File: config.mk
export PLATFORM = sky130hd
export DESIGN_NAME = rs485_frame_receiver_core
export DESIGN_NICKNAME = d
export VERILOG_FILES = /design/src/rtl/rsfr_pkg.sv /design/src/rtl/rsfr_cfg.sv /design/src/rtl/rsfr_frame.sv /design/src/rtl/rsfr_skid.sv /design/src/rtl/rs485_frame_receiver_core.sv
export SDC_FILE = /design/constraint.sdc
export NUM_CORES = 1
export LEC_CHECK = 0
export BUFFER_PORTS_ARGS = -buffer_cell sky130_fd_sc_hd__buf_4
export CAP_MARGIN = 0
export CORE_MARGIN = 5
export CORE_UTILIZATION = 45
export CTS_CLUSTER_DIAMETER = 40
export CTS_CLUSTER_SIZE = 14
export DETAILED_ROUTE_END_ITERATION = 12
export GPL_ROUTABILITY_DRIVEN = 0
export MAX_ROUTING_LAYER = met4
export PLACE_DENSITY = 0.72
export SETUP_SLACK_MARGIN = 0.4
export SLEW_MARGIN = 20
export SYNTH_ARGS = -nofsm -noshare
export SYNTH_HDL_FRONTEND = slang
export SYNTH_HIERARCHICAL = 1
export SYNTH_SLANG_ARGS = --single-unit
File: constraint.sdc
create_clock -name clk -period 9.45 [get_ports clk]
set_input_delay 0.4725 -clock clk [delete_from_list [all_inputs] [get_ports clk]]
set_output_delay 0.4725 -clock clk [all_outputs]
set_load 0.05 [all_outputs]
File: src/rtl/rsfr_pkg.sv
// ----------------------------------------------------------------------------
// RS485 frame receiver package
// Shared types, register indexes and codes for the frame receiver block.
// ----------------------------------------------------------------------------
`default_nettype none

package rsfr_pkg;

	localparam int TIMER_W    = 17;
	localparam int CFG_IDX_W  = 3;
	localparam int CFG_DATA_W = 17;
	localparam int BYTE_W     = 8;

	// Register indexes on the configuration port.
	localparam logic [CFG_IDX_W-1:0] REG_RX_TIMEOUT   = 3'd0;
	localparam logic [CFG_IDX_W-1:0] REG_LINK_HOLD    = 3'd1;
	localparam logic [CFG_IDX_W-1:0] REG_RECONNECT    = 3'd2;
	localparam logic [CFG_IDX_W-1:0] REG_FIRST_LINK   = 3'd3;
	localparam logic [CFG_IDX_W-1:0] REG_HEAD_FIRST   = 3'd4;
	localparam logic [CFG_IDX_W-1:0] REG_HEAD_SECOND  = 3'd5;
	localparam logic [CFG_IDX_W-1:0] REG_TAIL_FIRST   = 3'd6;
	localparam logic [CFG_IDX_W-1:0] REG_TAIL_SECOND  = 3'd7;

	// Register reset values.
	localparam logic [TIMER_W-1:0] RX_TIMEOUT_RST = 17'd500;
	localparam logic [TIMER_W-1:0] LINK_HOLD_RST  = 17'd20000;
	localparam logic [TIMER_W-1:0] RECONNECT_RST  = 17'd60000;
	localparam logic [TIMER_W-1:0] FIRST_LINK_RST = 17'd100000;
	localparam logic [BYTE_W-1:0]  HEAD_FIRST_RST  = 8'd85;
	localparam logic [BYTE_W-1:0]  HEAD_SECOND_RST = 8'd170;
	localparam logic [BYTE_W-1:0]  TAIL_FIRST_RST  = 8'd13;
	localparam logic [BYTE_W-1:0]  TAIL_SECOND_RST = 8'd10;

	// Request kinds carried on tuser.
	localparam logic REQ_BYTE = 1'b0;
	localparam logic REQ_TICK = 1'b1;

	// Per-byte outcome codes.
	localparam logic [1:0] OUT_STORED     = 2'd0;
	localparam logic [1:0] OUT_FORWARDED  = 2'd1;
	localparam logic [1:0] OUT_SUPPRESSED = 2'd2;
	localparam logic [1:0] OUT_OVERLONG   = 2'd3;

	// Keep-alive signature at frame positions 2 to 4.
	localparam logic [BYTE_W-1:0] KA_C = 8'h63;
	localparam logic [BYTE_W-1:0] KA_N = 8'h6e;
	localparam logic [BYTE_W-1:0] KA_T = 8'h74;

	typedef struct packed {
		logic [TIMER_W-1:0] rx_timeout_ticks;
		logic [TIMER_W-1:0] link_hold_ticks;
		logic [TIMER_W-1:0] reconnect_ticks;
		logic [BYTE_W-1:0]  head_first;
		logic [BYTE_W-1:0]  head_second;
		logic [BYTE_W-1:0]  tail_first;
		logic [BYTE_W-1:0]  tail_second;
	} cfg_t;

	typedef struct packed {
		logic              disconnect_notice;
		logic              rx_timeout_hit;
		logic [BYTE_W-1:0] frame_length;
		logic [1:0]        byte_outcome;
		logic [BYTE_W-1:0] byte_position;
		logic [BYTE_W-1:0] echo_byte;
	} res_t;

	localparam int RES_W   = $bits(res_t);
	localparam int TDATA_W = ((RES_W + 7) / 8) * 8;

endpackage

`default_nettype wire

File: src/rtl/rsfr_cfg.sv
// ----------------------------------------------------------------------------
// RS485 frame receiver configuration registers
// Holds the timer reloads and the head and tail bytes written over the port.
// ----------------------------------------------------------------------------
`default_nettype none

module rsfr_cfg
	import rsfr_pkg::*;
(
	input  wire logic                  clk,
	input  wire logic                  arst_n,
	input  wire logic                  cfg_we,
	input  wire logic [CFG_IDX_W-1:0]  cfg_index,
	input  wire logic [CFG_DATA_W-1:0] cfg_data,
	output cfg_t                       cfg
);

	cfg_t cfg_q;

	// The first link period only matters at reset, so its register is not kept.
	always_ff @(posedge clk or negedge arst_n) begin
		if (!arst_n) begin
			cfg_q.rx_timeout_ticks <= RX_TIMEOUT_RST;
			cfg_q.link_hold_ticks  <= LINK_HOLD_RST;
			cfg_q.reconnect_ticks  <= RECONNECT_RST;
			cfg_q.head_first       <= HEAD_FIRST_RST;
			cfg_q.head_second      <= HEAD_SECOND_RST;
			cfg_q.tail_first       <= TAIL_FIRST_RST;
			cfg_q.tail_second      <= TAIL_SECOND_RST;
		end else if (cfg_we) begin
			case (cfg_index)
				REG_RX_TIMEOUT:  cfg_q.rx_timeout_ticks <= cfg_data;
				REG_LINK_HOLD:   cfg_q.link_hold_ticks  <= cfg_data;
				REG_RECONNECT:   cfg_q.reconnect_ticks  <= cfg_data;
				REG_HEAD_FIRST:  cfg_q.head_first       <= cfg_data[BYTE_W-1:0];
				REG_HEAD_SECOND: cfg_q.head_second      <= cfg_data[BYTE_W-1:0];
				REG_TAIL_FIRST:  cfg_q.tail_first       <= cfg_data[BYTE_W-1:0];
				REG_TAIL_SECOND: cfg_q.tail_second      <= cfg_data[BYTE_W-1:0];
				default: ;
			endcase
		end
	end

	assign cfg = cfg_q;

endmodule

`default_nettype wire

File: src/rtl/rsfr_frame.sv
// ----------------------------------------------------------------------------
// RS485 frame receiver framing and timers
// Frame state, receive and link timers, keep-alive thinning; one request per
// cycle when accepted; result formed combinationally from the current state.
// ----------------------------------------------------------------------------
`default_nettype none

module rsfr_frame
	import rsfr_pkg::*;
#(
	parameter int MAX_FRAME        = 200,
	parameter int KEEPALIVE_RELOAD = 6
) (
	input  wire logic              clk,
	input  wire logic              arst_n,
	input  cfg_t                   cfg,
	input  wire logic              req_accept,
	input  wire logic              req_type,
	input  wire logic [BYTE_W-1:0] rx_byte,
	output res_t                   res
);

	localparam logic [BYTE_W:0] MAX_FRAME_C = (BYTE_W+1)'(MAX_FRAME);
	localparam logic [3:0]      KA_RELOAD_C = 4'(KEEPALIVE_RELOAD);
	localparam logic [BYTE_W:0] MIN_LEN_C   = (BYTE_W+1)'(6);

	logic [BYTE_W-1:0]  frame_count_q;
	logic [1:0]         head_flags_q;
	logic [2:0]         ka_match_q;
	logic [BYTE_W-1:0]  prev_byte_q;
	logic [TIMER_W-1:0] rx_timer_q;
	logic               rx_active_q;
	logic [TIMER_W-1:0] link_timer_q;
	logic [3:0]         ka_count_q;

	logic [BYTE_W-1:0]  frame_count_d;
	logic [1:0]         head_flags_d;
	logic [2:0]         ka_match_d;
	logic [TIMER_W-1:0] rx_timer_d;
	logic               rx_active_d;
	logic [TIMER_W-1:0] link_timer_d;
	logic [3:0]         ka_count_d;

	logic [BYTE_W:0]    count;
	logic               overlong;
	logic               complete;
	logic [TIMER_W-1:0] rx_dec;
	logic [TIMER_W-1:0] link_dec;
	logic               rx_expire;
	logic               link_expire;

	always_comb begin
		count    = {1'b0, frame_count_q} + (BYTE_W+1)'(1);
		overlong = (count >= MAX_FRAME_C);
		complete = (count > MIN_LEN_C) && (head_flags_q == 2'b11)
			&& (prev_byte_q == cfg.tail_first) && (rx_byte == cfg.tail_second);

		rx_dec      = (rx_timer_q != '0) ? rx_timer_q - TIMER_W'(1) : rx_timer_q;
		link_dec    = (link_timer_q != '0) ? link_timer_q - TIMER_W'(1) : link_timer_q;
		rx_expire   = rx_active_q && (rx_dec == '0);
		link_expire = (link_dec == '0);

		frame_count_d = frame_count_q;
		head_flags_d  = head_flags_q;
		ka_match_d    = ka_match_q;
		rx_timer_d    = rx_timer_q;
		rx_active_d   = rx_active_q;
		link_timer_d  = link_timer_q;
		ka_count_d    = ka_count_q;
		res           = '0;

		if (req_type == REQ_BYTE) begin
			res.echo_byte     = rx_byte;
			res.byte_position = frame_count_q;
			frame_count_d     = count[BYTE_W-1:0];
			case (frame_count_q)
				8'd0: begin
					rx_timer_d      = cfg.rx_timeout_ticks;
					rx_active_d     = 1'b1;
					link_timer_d    = cfg.link_hold_ticks;
					head_flags_d[0] = (rx_byte == cfg.head_first);
				end
				8'd1: head_flags_d[1] = (rx_byte == cfg.head_second);
				8'd2: ka_match_d[0] = (rx_byte == KA_C);
				8'd3: ka_match_d[1] = (rx_byte == KA_N);
				8'd4: ka_match_d[2] = (rx_byte == KA_T);
				default: ;
			endcase
			if (overlong) begin
				frame_count_d    = '0;
				rx_active_d      = 1'b0;
				link_timer_d     = cfg.link_hold_ticks;
				res.byte_outcome = OUT_OVERLONG;
			end else if (complete) begin
				frame_count_d    = '0;
				rx_active_d      = 1'b0;
				link_timer_d     = cfg.link_hold_ticks;
				res.frame_length = count[BYTE_W-1:0];
				res.byte_outcome = OUT_FORWARDED;
				if (ka_match_q == 3'b111) begin
					if (ka_count_q[3]) begin
						ka_count_d = KA_RELOAD_C;
					end else begin
						ka_count_d       = ka_count_q - 4'd1;
						res.byte_outcome = OUT_SUPPRESSED;
					end
				end
			end
		end else begin
			if (rx_active_q) begin
				rx_timer_d = rx_dec;
			end
			if (rx_expire) begin
				frame_count_d      = '0;
				rx_active_d        = 1'b0;
				res.rx_timeout_hit = 1'b1;
			end
			link_timer_d = link_dec;
			if (link_expire) begin
				ka_count_d            = '0;
				link_timer_d          = cfg.reconnect_ticks;
				res.disconnect_notice = 1'b1;
			end
		end
	end

	always_ff @(posedge clk or negedge arst_n) begin
		if (!arst_n) begin
			frame_count_q <= '0;
			head_flags_q  <= '0;
			ka_match_q    <= '0;
			prev_byte_q   <= '0;
			rx_timer_q    <= '0;
			rx_active_q   <= 1'b0;
			link_timer_q  <= FIRST_LINK_RST;
			ka_count_q    <= '0;
		end else if (req_accept) begin
			frame_count_q <= frame_count_d;
			head_flags_q  <= head_flags_d;
			ka_match_q    <= ka_match_d;
			rx_timer_q    <= rx_timer_d;
			rx_active_q   <= rx_active_d;
			link_timer_q  <= link_timer_d;
			ka_count_q    <= ka_count_d;
			if (req_type == REQ_BYTE) begin
				prev_byte_q <= rx_byte;
			end
		end
	end

endmodule

`default_nettype wire

File: src/rtl/rsfr_skid.sv
// ----------------------------------------------------------------------------
// RS485 frame receiver output stage
// Output register with a skid entry, so the ready toward the source is
// registered and a new request is taken while a result waits.
// ----------------------------------------------------------------------------
`default_nettype none

module rsfr_skid
	import rsfr_pkg::*;
(
	input  wire logic clk,
	input  wire logic arst_n,
	input  wire logic in_valid,
	output logic      in_ready,
	input  res_t      in_res,
	output logic      out_valid,
	input  wire logic out_ready,
	output res_t      out_res
);

	logic out_valid_q;
	logic skid_valid_q;
	res_t out_q;
	res_t skid_q;
	logic take;
	logic load_out;

	assign take     = in_valid && !skid_valid_q;
	assign load_out = !out_valid_q || out_ready;

	always_ff @(posedge clk or negedge arst_n) begin
		if (!arst_n) begin
			out_valid_q  <= 1'b0;
			skid_valid_q <= 1'b0;
		end else if (load_out) begin
			out_valid_q  <= skid_valid_q || take;
			skid_valid_q <= 1'b0;
		end else if (take) begin
			skid_valid_q <= 1'b1;
		end
	end

	always_ff @(posedge clk) begin
		if (load_out) begin
			out_q <= skid_valid_q ? skid_q : in_res;
		end else if (take) begin
			skid_q <= in_res;
		end
	end

	assign in_ready  = !skid_valid_q;
	assign out_valid = out_valid_q;
	assign out_res   = out_q;

endmodule

`default_nettype wire

File: src/rtl/rs485_frame_receiver_core.sv
// ----------------------------------------------------------------------------
// RS485 frame receiver core
// Frames received bytes, checks head and tail, thins keep-alives and runs the
// receive and link timers.
// ----------------------------------------------------------------------------
// Requests enter on the s_axis channel: tuser low carries a received byte in
// tdata[7:0], tuser high is one timebase tick. Every request gives exactly one
// result on the m_axis channel, in order.
// A request is taken in every cycle while s_axis_tready is high; the framing
// and timer update is one combinational pass from the frame state to the
// output register, or to the skid entry while the output is stalled.
// Sustained throughput is one request per cycle as long as the sink keeps
// m_axis_tready high. When the sink stalls, one more result is caught in the
// skid entry and then s_axis_tready drops until the output register drains.
// Reset clears the frame state and the receive timer, loads the link timer
// with the first link period and restores all registers to their defaults.
// The user writes registers over cfg_we/cfg_index/cfg_data only while the
// block is idle (not enforced); the first link period acts only at reset.
// ----------------------------------------------------------------------------
`default_nettype none

module rs485_frame_receiver_core
	import rsfr_pkg::*;
#(
	parameter int MAX_FRAME        = 200,
	parameter int KEEPALIVE_RELOAD = 6
) (
	input  wire logic                  clk,
	input  wire logic                  arst_n,
	input  wire logic                  cfg_we,
	input  wire logic [CFG_IDX_W-1:0]  cfg_index,
	input  wire logic [CFG_DATA_W-1:0] cfg_data,
	input  wire logic                  s_axis_tvalid,
	output logic                       s_axis_tready,
	// rx_byte [7:0]
	input  wire logic [7:0]            s_axis_tdata,
	// req_type [0]
	input  wire logic                  s_axis_tuser,
	output logic                       m_axis_tvalid,
	input  wire logic                  m_axis_tready,
	// echo_byte [7:0], byte_position [15:8], byte_outcome [17:16],
	// frame_length [25:18], rx_timeout_hit [26], disconnect_notice [27]
	output logic [TDATA_W-1:0]         m_axis_tdata
);

	cfg_t cfg;
	res_t res;
	res_t out_res;
	logic accept;

	assign accept = s_axis_tvalid && s_axis_tready;

	rsfr_cfg u_cfg (
		.clk       (clk),
		.arst_n    (arst_n),
		.cfg_we    (cfg_we),
		.cfg_index (cfg_index),
		.cfg_data  (cfg_data),
		.cfg       (cfg)
	);

	rsfr_frame #(
		.MAX_FRAME        (MAX_FRAME),
		.KEEPALIVE_RELOAD (KEEPALIVE_RELOAD)
	) u_frame (
		.clk        (clk),
		.arst_n     (arst_n),
		.cfg        (cfg),
		.req_accept (accept),
		.req_type   (s_axis_tuser),
		.rx_byte    (s_axis_tdata),
		.res        (res)
	);

	rsfr_skid u_skid (
		.clk       (clk),
		.arst_n    (arst_n),
		.in_valid  (s_axis_tvalid),
		.in_ready  (s_axis_tready),
		.in_res    (res),
		.out_valid (m_axis_tvalid),
		.out_ready (m_axis_tready),
		.out_res   (out_res)
	);

	assign m_axis_tdata = TDATA_W'(out_res);

endmodule

`default_nettype wire

==> flow_metrics.tcl <==
set metrics [dict create \
    power-per-cell-area_nw_per_um2 241 \
    synthFlopType "dfrtp_1" \
    fill_cells 1993 \
    post_drt_wl_per_cell_um 19.0 \
    reg2regPathDepth 8 \
    drtIter0Drc 703 \
    whs_endpoint "u_skid/out_valid$_DFFE_PN0P_" \
    cap_viol_max_count 0 \
    antenna_left 0 \
    dp.final_hpwl_mm 16.8 \
    status "finished clean" \
    io_pins 68 \
    cts_buffers 26 \
    synthArstFlopShare_pct 72.1 \
    leakage_nw 4.68 \
    max_freq_ghz 0.284 \
    tns_ns 0 \
    ys_seq_area_share_pct 51.2 \
    synth_area_per_cell_um2 11.3 \
    path_max_fanout 8 \
    die_h_um 162 \
    clock-sinks 201 \
    clk_path_buf_depth 3 \
    rsz0062_at_grt "false" \
    drt-total-wl_mm 24.6 \
    yosysWarnings 6 \
    grt_max_degree 78 \
    syn_inst 923 \
    reg2reg_to "u_frame/link_timer_q[1]$_DFFE_PN0P_" \
    holdCritPathClass "in2reg" \
    ys_types 76 \
    cts_tree "done" \
    vias 7559 \
    ir_drop_mv 0.108 \
    grt-ovfl-total 0 \
    synth_area_um2 10500 \
    post_cts_resized 0 \
    hold_viol 0 \
    grt.total_usage_pct 19.2 \
    min_period_ns 3.52 \
    ys_ff_latch 201 \
    final_nets 1004 \
    p_total_mw 2.90 \
    finalSetupViolCount 0 \
    core_um2 22800 \
    routed_via_density 5.84 \
    area_growth_pct 14.9 \
    die_area_um2 26400 \
    rows 55 \
    required_ns 9.86 \
    insertion_delay_ns 0.53 \
    drt_first_pass_iters 7 \
    clk_pin_slew_ns 0.06 \
    die_w_um 162 \
    antenna_found_initial 1 \
    cts_root_buf "clkbuf_16" \
    hold_slack_ns 0.161 \
    rr_startpoint "u_frame/frame_count_q[0]$_DFFE_PN0P_" \
    setup.worst_path.end_class "flop" \
    start_util_pct 45.9 \
    path_class "reg2reg" \
    setup.worst_path.start_class "flop" \
    fin_skew_ns 0.0310 \
    htreeDepth 1 \
    finalInstanceArea_um2 12000 \
    period_share_pct 37.2 \
    io_buffers 63 \
    r2r_slack_ns 5.93 \
    min_from "s_axis_tvalid" \
    arrival_ns 3.93 \
    drc 0 \
    synth_edf_count 56 \
    tightest_slew_ns 1.08 \
    whs_path_depth 3 \
    layout-drive-gt1-share_pct 28.6 \
    placed_area_um2 11100 \
    grt_pass1_wl_mm 40.5 \
    slew_violations 0 \
    relSlewSlack_pct 27.5 \
    first_global_vias 7529 \
]
[power breakdown]
part           leakage [nW]  internal, mW  switching [mW]
logic                  1.99         0.293           0.362
registers              2.26          1.09           0.175
clock network         0.432         0.592           0.386
total                  4.68          1.97           0.923
[per-layer routing]
| layer | vias to the layer above | global-route usage [%] | wire length (um) |
|---|---|---|---|
| li1 | 3516 | - | - |
| met5 | - | - | 0 |
| met2 | 223 | 30.7 | 11700 |
| met4 | 0 | 4.69 | 340 |
| met1 | 3791 | 26.2 | 11300 |
| met3 | 29 | 2.46 | 1270 |
[repair_timing]
item,in CTS,in global routing
hold buffers,1,0
setup buffers,0,0
hold endpoints to repair,48,0
[metrics by stage]
step | utilization [%] | setup WS (ns) | std cells
after floorplan | - | 5.41 | 926
after global placement | 48.7 | 6.15 | 1245
after detailed placement | 48.8 | 6.09 | 1245
after CTS | 52.7 | 6.04 | 1294
after global routing | 52.7 | 5.76 | 1295
final | 52.7 | 5.93 | 1295
[synth_stat cells (9+ instances only)]
cell | n | share of area, %
mux2i_1 | 11 | 1.1
o21ai_0 | 24 | 1.1
nand2_1 | 73 | 2.6
or4_1 | 12 | 0.86
dfstp_2 | 37 | 9.3
mux2_1 | 11 | 1.2
nor4_1 | 24 | 1.4
xnor2_1 | 26 | 2.2
nor3b_1 | 9 | 0.65
a31oi_1 | 9 | 0.54
and2_1 | 14 | 0.84
xor2_1 | 14 | 1.2
nand4_1 | 16 | 0.96
nor2b_1 | 15 | 0.90
buf_2 | 10 | 0.48
nand3_1 | 27 | 1.3
edfxtp_1 | 56 | 16
mux2_2 | 103 | 11
ha_1 | 9 | 1.1
nor3_1 | 19 | 0.91
o2bb2ai_1 | 9 | 0.75
a21oi_1 | 23 | 1.1
inv_1 | 20 | 0.72
nor2_1 | 42 | 1.5
o22ai_1 | 9 | 0.54
clkbuf_1 | 39 | 1.4
a211o_1 | 9 | 0.75
dfrtp_1 | 108 | 26
[worst max-delay path, cell delays in order (launching register included)]
cell	delay [ns]
dfrtp_1	0.47
ha_1	0.36
nand3_1	0.26
or4_1	0.53
a221oi_1	0.44
a2111o_1	0.30
a31oi_1	0.39
a32o_1	0.35
a221o_1	0.29
[flip-flops by register name, indices dropped and copies added (netlist names)]
| signal | flops |
|---|---|
| u_cfg/cfg | 83 |
| u_skid/out_res | 28 |
| u_skid/skid_q | 28 |
| u_frame/link_timer_q | 17 |
| u_frame/rx_timer_q | 17 |
| u_frame/frame_count_q | 8 |
| u_frame/prev_byte_q | 8 |
| u_frame/ka_count_q | 4 |
| u_frame/ka_match_q | 3 |
| u_frame/head_flags_q | 2 |
| u_frame/rx_active_q | 1 |
| u_skid/out_valid | 1 |
| u_skid/skid_valid_q | 1 |
[how the worst max path moves through the flow]
stage | startpoint | endpoint | depth (start not counted)
global placement | u_frame/link_timer_q[0]$_DFFE_PN0P_ | u_frame/ka_count_q[3]$_DFFE_PN0P_ | 9
floorplan | u_skid/out_valid$_DFFE_PN0P_ | u_skid/skid_q[0]$_DFFE_PP_ | 2
detailed placement | u_frame/link_timer_q[0]$_DFFE_PN0P_ | u_frame/link_timer_q[12]$_DFFE_PN0P_ | 9
CTS | u_frame/frame_count_q[0]$_DFFE_PN0P_ | u_frame/link_timer_q[1]$_DFFE_PN0P_ | 8
finish | u_frame/frame_count_q[0]$_DFFE_PN0P_ | u_frame/link_timer_q[1]$_DFFE_PN0P_ | 8
global route | u_frame/link_timer_q[0]$_DFFE_PN0P_ | u_frame/link_timer_q[12]$_DFFE_PN0P_ | 9
[cells by family (layout without fill, tap and decap cells)]
kind of cell	count (synthesis)	in the layout	synth area share [%]
AO/OA/AOI/OAI	156	156	10.5
adder cells (fa/ha/maj)	9	9	1.08
buffers and inverters	86	141	3.94
other	1	5	0.0359
XOR/XNOR	40	40	3.35
flip-flops	201	201	51.2
AND/OR/NAND/NOR	305	305	16.5
multiplexers	125	125	13.3
[placed cells by master (no fill, tap or decap), drive strengths merged, types with 27 or more instances in the layout]
cell type,n
dfstp,37
o21ai,27
edfxtp,56
clkbuf,34
nand2,73
nor2,42
mux2,114
dfrtp,108
buf,72
nand3,27
[layout make-up]
class	instances	area [um^2]	share of cell area, %
Sequential cell	201	5360	44.6
Multi-Input combinational cell	639	4740	39.5
Clock buffer	34	742	6.18
Timing Repair Buffer	73	554	4.61
Tap cell	313	392	3.26
Clock inverter	14	151	1.26
Inverter	20	75.1	0.625
Antenna cell	1	2.50	0.0208
(Power assumes the default switching activity.)
